[src/design/fcdx_pkg.sv]
// Shared types and constants for the crossfading feedback comb.
package fcdx_pkg;

  // Field widths fixed by the interface
  localparam int unsigned SAMPLE_W   = 24;
  localparam int unsigned REQ_W      = 14;
  localparam int unsigned GAIN_W     = 16;
  localparam int unsigned STEP_W     = 17;
  localparam int unsigned CFG_IDX_W  = 2;
  localparam int unsigned CFG_DATA_W = 17;

  // Configuration register indexes
  localparam logic [CFG_IDX_W-1:0] CFG_FEEDBACK_GAIN = 2'd0;
  localparam logic [CFG_IDX_W-1:0] CFG_FADE_STEP     = 2'd1;

  // Reset values and fade constants (Q1.16)
  localparam logic [GAIN_W-1:0] GAIN_RST      = 16'd0;
  localparam logic [STEP_W-1:0] FADE_STEP_RST = 17'd655;
  localparam logic [STEP_W-1:0] FADE_ONE      = 17'h10000;
  localparam logic [STEP_W-1:0] FADE_MIN_STEP = 17'd1;

  // Commands from the controller to the datapath
  typedef struct packed {
    logic clear;    // write zero at the sweep address
    logic accept;   // latch sample, decide delay switch
    logic rd_cur;   // read tap at current delay
    logic rd_old;   // read tap at previous delay, hold current tap
    logic mix;      // multiply tap difference by fade weight
    logic feed;     // finish blend, multiply by feedback gain
    logic wr;       // write store, load result register
  } dp_cmd_t;

  // Status from the datapath to the controller
  typedef struct packed {
    logic clear_last;  // sweep address at the last entry
  } dp_status_t;

endpackage

[src/design/fcdx_ctrl.sv]
// Controller: clearing sweep, item sequencing and the output valid flag.
module fcdx_ctrl
  import fcdx_pkg::*;
(
  input  logic       clk_i,
  input  logic       rst_ni,
  input  logic       in_valid_i,
  output logic       in_stall_o,
  output logic       out_valid_o,
  input  logic       out_stall_i,
  input  dp_status_t status_i,
  output dp_cmd_t    cmd_o
);

  typedef enum logic [6:0] {
    ST_CLEAR  = 7'b0000001,
    ST_IDLE   = 7'b0000010,
    ST_RD_CUR = 7'b0000100,
    ST_RD_OLD = 7'b0001000,
    ST_MIX    = 7'b0010000,
    ST_FEED   = 7'b0100000,
    ST_WRITE  = 7'b1000000
  } state_e;

  state_e state_q, state_d;
  logic   out_valid_q, out_valid_d;
  logic   out_free;

  assign out_free = !out_valid_q || !out_stall_i;

  // Next state and commands
  always_comb begin
    state_d = state_q;
    cmd_o   = '0;
    unique case (state_q)
      ST_CLEAR: begin
        cmd_o.clear = 1'b1;
        if (status_i.clear_last) state_d = ST_IDLE;
      end
      ST_IDLE: begin
        if (in_valid_i) begin
          cmd_o.accept = 1'b1;
          state_d      = ST_RD_CUR;
        end
      end
      ST_RD_CUR: begin
        cmd_o.rd_cur = 1'b1;
        state_d      = ST_RD_OLD;
      end
      ST_RD_OLD: begin
        cmd_o.rd_old = 1'b1;
        state_d      = ST_MIX;
      end
      ST_MIX: begin
        cmd_o.mix = 1'b1;
        state_d   = ST_FEED;
      end
      ST_FEED: begin
        cmd_o.feed = 1'b1;
        state_d    = ST_WRITE;
      end
      ST_WRITE: begin
        // hold until the result register is free
        if (out_free) begin
          cmd_o.wr = 1'b1;
          state_d  = ST_IDLE;
        end
      end
      default: state_d = ST_IDLE;
    endcase
  end

  // Drop a taken beat, raise on a new result
  always_comb begin
    out_valid_d = out_valid_q;
    if (out_valid_q && !out_stall_i) out_valid_d = 1'b0;
    if (cmd_o.wr) out_valid_d = 1'b1;
  end

  always_ff @(posedge clk_i or negedge rst_ni) begin
    if (!rst_ni) begin
      state_q     <= ST_CLEAR;
      out_valid_q <= 1'b0;
    end else begin
      state_q     <= state_d;
      out_valid_q <= out_valid_d;
    end
  end

  assign in_stall_o  = (state_q != ST_IDLE);
  assign out_valid_o = out_valid_q;

endmodule

[config.mk]
export PLATFORM = sky130hd
export DESIGN_NAME = fcdx_ctrl
export DESIGN_NICKNAME = d
export VERILOG_FILES = /design/src/design/fcdx_pkg.sv /design/src/design/fcdx_ctrl.sv
export SDC_FILE = /design/constraint.sdc
export NUM_CORES = 1
export LEC_CHECK = 0
export BUFFER_PORTS_ARGS = -buffer_cell sky130_fd_sc_hd__buf_4
export CELL_PAD_IN_SITES_DETAIL_PLACEMENT = 1
export CELL_PAD_IN_SITES_GLOBAL_PLACEMENT = 2
export CORE_MARGIN = 4
export CORE_UTILIZATION = 29
export CTS_CLUSTER_DIAMETER = 60
export DETAILED_ROUTE_END_ITERATION = 10
export GPL_ROUTABILITY_DRIVEN = 0
export PLACE_DENSITY = 0.73
export SLEW_MARGIN = 10
export SYNTH_ARGS = -nofsm -noshare
export SYNTH_HDL_FRONTEND = slang
export SYNTH_SLANG_ARGS = --single-unit
[constraint.sdc]
create_clock -name clk_i -period 1.9 [get_ports clk_i]
set_input_delay 0.19 -clock clk_i [delete_from_list [all_inputs] [get_ports clk_i]]
set_output_delay 0.19 -clock clk_i [all_outputs]
set_load 0.01 [all_outputs]
# Word level (Yosys, flattened, before mapping)
# Index checks and enable logic that the tools add are counted.
# classes
add_sub_neg	0
multipliers	0
n_div	0
magnitude_cmp	0
n_eq_ne	11
n_shift	0
mux	15
bitwise_logic	0
n_reduce_logical	6
# op_table
cell	count
$pmux W7 S7	1
$mux W7	3
$mux W1	11
$eq A7 B1 Y1 const B	1
$eq A7 B2 Y1 const B	1
$eq A7 B3 Y1 const B	1
$eq A7 B4 Y1 const B	1
$eq A7 B5 Y1 const B	1
$eq A7 B6 Y1 const B	1
$eq A7 B7 Y1 const B	1
$ne A7 B2 Y1 const B	1
$ne A2 B2 Y1 const B	3
$reduce_and A3 Y1	1
$logic_not A1 Y1	2
$reduce_bool A2 Y1	1
$logic_and A1 B1 Y1	1
$logic_or A1 B1 Y1	1
# word_totals
register_bits	8
latch_bits	0
ram_bits	0
rom_bits	0
input_bits	5
memories	0

# Longest topological paths before layout
# depth
word_depth	5
ltp_mapped	6

# Worst setup path before layout
# Ideal clock, no wire load.
# synth_timing
path_kind	register -> output
from	reg state_q[5]
to	out cmd_o[0] (netlist bit)
t_arrival_ns	1.261
required_ns	1.710
slack_ns	0.449
stages_incl_launch_ff	7
path_buffers	2
path_cell_list	dfrtp_1 -> buf_4 -> nor3_4 -> and2_1 -> nand3b_2 -> a21oi_2 -> buf_4
# synth_lines
element	line_no	source
start: declaration	fcdx_ctrl.sv:25	state_e state_q, state_d;
start signal: assignment	fcdx_ctrl.sv:85	state_q <= state_d;
end: declaration	fcdx_ctrl.sv:12	output dp_cmd_t cmd_o

==> flow_summary.toml <==
[status]
outcome = "completed"

[hold_path]
hold_start = "status_i"
hold_class = "in2reg"
worstHoldPathCells = 2

[place]
port_buffers = 13
dpl_cell_area_sq_um = 585.6
placedCellCount = 71
pre_cts_ws_ns = 0.3478
place_hpwl_um = 786.3

[clock_network]
numCtsBuffers = 3
cts_tree = "done"
root_buffer = "clkbuf_4"
cts.sinks = 8
insertion_delay_ns = 0.26
ctsHtreeMaxLevel = 1
cts_buffer_depth = 2
clk_pin_slew_ns = 0.06

[global_routing]
grt_pass1_wl_mm = 1.738
antenna_found_initial = 0
overflow = 0
grt_util_all_layers = 0.09527
first_global_vias = 379
grt_max_degree = 9

[critical_path]
critical_path_peak_fanout = 8
ff2ff_path_depth = 5
cp-end-kind = "output pin"
worst-setup-path-type = "reg2out"
max_stage_delay_ns = 0.48
r2r_start = "state_q[4]$_DFFE_PN0P_"
cp_slowest_cell = "dfrtp_1"
path_cells = "nor3_4 -> and2_1 -> nand3b_2 -> a21oi_2 -> buf_4"
timing.critical_path.from = "state_q[4]$_DFFE_PN0P_"
cp-start-kind = "flop"
cp_data_arrival_time_ns = 1.53
worstPathRequired_ns = 1.71

[power]
p_leak_nw = 0.3094
peakVddDrop_uv = 567.3
power_mw = 0.7317
power.density_nw_per_um2 = 1158

[routing]
wl_mm = 1.043
drt-initial-drc-count = 2
wl_per_cell_um = 13.55
dr.pass1.iters = 3
num_vias = 378
routed_via_density = 4.909
remaining_drc_errors = 0
antenna_left = 0

[logic_synthesis]
synth_top_family_by_area = "simple AND/OR/NAND/NOR gates"
syn-num-nets = 51
synth_fa_ha_area_frac = 0
syn_inst = 46
avgSynthCellArea_sq_um = 10.77
synth_compound_area_frac = 0.1187
synth_mux_area_frac = 0
yosys.area_share.simple = 0.3788
ys.warnings.count = 0
seq_area_frac_synth = 0.4066
synth_cell_types = 25
synth_xor_area_frac = 0.01768
synth_area_sq_um = 495.5
ys_ff_latch = 8

[die]
fp.dieW_um = 49.34
die-area_sq_um = 2434
num_rows = 14
core_area_sq_um = 1559
start_util = 0.3178
dieHeight_um = 49.34
io_pins = 14

[sta]
finalSetupTns_ns = 0
grt_setup_unrepaired = "false"
post-route-period-util = 0.9052
fin_ws_ns = 0.1801
tightestPinTransition_ns = 0.3219
max_freq_mhz = 581.4
drv_slew = 0
finalSetupViolCount = 0
layout_min_cycle_time_ns = 1.720
hold_viol = 0
relSlewSlack = 0.7854
finalClockSkew_ns = 0.0003288

[layout]
diodes = 0
fin_area_sq_um = 631.9
syn_to_final_growth_pct = 27.53
finalNonFillerCells = 77
layout-drive-gt1-share = 0.4590
fin_nets = 67

[run]
maxCapViolCount = 0
## stage by stage
stage	hold slack [ns]	utilization
floorplan	-0.1056	-
global placement	0.01748	0.3756
detailed placement	0.01836	0.3756
CTS	0.04371	0.3989
global route	0.04877	0.4053
finish	0.04669	0.4053
## cell usage after synthesis (all sizes together)
| library cell | count | area [sq um] |
|---|---|---|
| nand2 | 4 | 15.01 |
| dfstp | 1 | 26.28 |
| o21ai | 2 | 10.01 |
| nor2b | 1 | 6.260 |
| nand2b | 2 | 20.02 |
| a22oi | 1 | 12.51 |
| nor4b | 5 | 50.04 |
| dfrtp | 7 | 175.2 |
| buf | 4 | 27.52 |
| nor3 | 1 | 16.27 |
| a21oi | 1 | 8.760 |
| xor2 | 1 | 8.760 |
| nand4b | 2 | 32.53 |
| inv | 3 | 11.26 |
| nand3b | 1 | 11.26 |
| nor2 | 6 | 30.03 |
| and2 | 1 | 6.260 |
| o2bb2ai | 1 | 8.760 |
| o21bai | 1 | 11.26 |
| o211ai | 1 | 7.510 |
## cell usage in the layout, fill, tap and decap left out, drive strengths merged
cell type    netlist  routed
o21ai              2       2
dfrtp              7       7
nor3               1       1
nor2b              1       1
a21oi              1       1
inv                3       3
nand4b             2       2
nand2              4       4
a22oi              1       1
and2               1       1
dfstp              1       1
buf                4      14
nand3b             1       1
o21bai             1       1
dlygate4sd3        0       1
o211ai             1       1
xor2               1       1
o2bb2ai            1       1
nor4b              5       5
clkbuf             0       4
nand2b             2       2
nor2               6       6
## routing by layer
metal	vias up	global-route usage	part of all wire
li1	188	-	-
met1	173	0.1157	0.46
met2	12	0.1339	0.43
met3	5	0.05505	0.088
met4	0	0.04265	0.019
met5	-	0	0
## repair_timing
item                                    CTS  global route
endpoints found under the setup margin    0             2
setup buffers                             0             1
hold buffers                              1             0
hold endpoints to repair                  8             0
resized for setup                         0             1
## cell families (layout without fill, tap and decap cells)
| family | after synthesis | count (layout) |
|---|---|---|
| simple gates | 23 | 23 |
| compound gates | 7 | 7 |
| flops | 8 | 8 |
| buf+inv | 7 | 22 |
| xor+xnor | 1 | 1 |
## sequential cells by signal, summed over array words and instances (netlist names)
signal,flops
out_valid_o,1
state_q,7
## final timing paths
kind | endpoint | slack (ns)
setup / recovery | cmd_o[0] | 0.18
hold / removal | state_q[0]$_DFFE_PN1P_ | 0.05
max in group asynchronous | state_q[0]$_DFFE_PN1P_ | 1.41
min in group asynchronous | state_q[4]$_DFFE_PN0P_ | 0.28
setup reg to reg | state_q[1]$_DFFE_PN0P_ | 0.52
hold reg to reg | out_valid_o$_DFFE_PN0P_ | 0.58
## worst max-delay path, delay by kind of cell, from the launching register on
kind	cells	cell delay [ns]
simple gates	3	0.54
flops	1	0.48
buf+inv	1	0.13
compound gates	1	0.12
## final cells by class
type	count	area, sq um
Inverter	3	11.26
Fill cell	186	927.1
Sequential cell	8	201.4
Multi-Input combinational cell	31	257.7
Tap cell	16	20.02
Clock buffer	4	26.28
Timing Repair Buffer	15	115.1
## report_power, final
| group | total [mW] | leakage [nW] | switching (mW) | internal [mW] |
|---|---|---|---|---|
| Sequential | 0.250 | 0.104 | 0.0496 | 0.200 |
| Combinational | 0.333 | 0.191 | 0.157 | 0.176 |
| Clock | 0.149 | 0.0150 | 0.0679 | 0.0810 |
No activity file was read; power rests on OpenSTA's default activity.
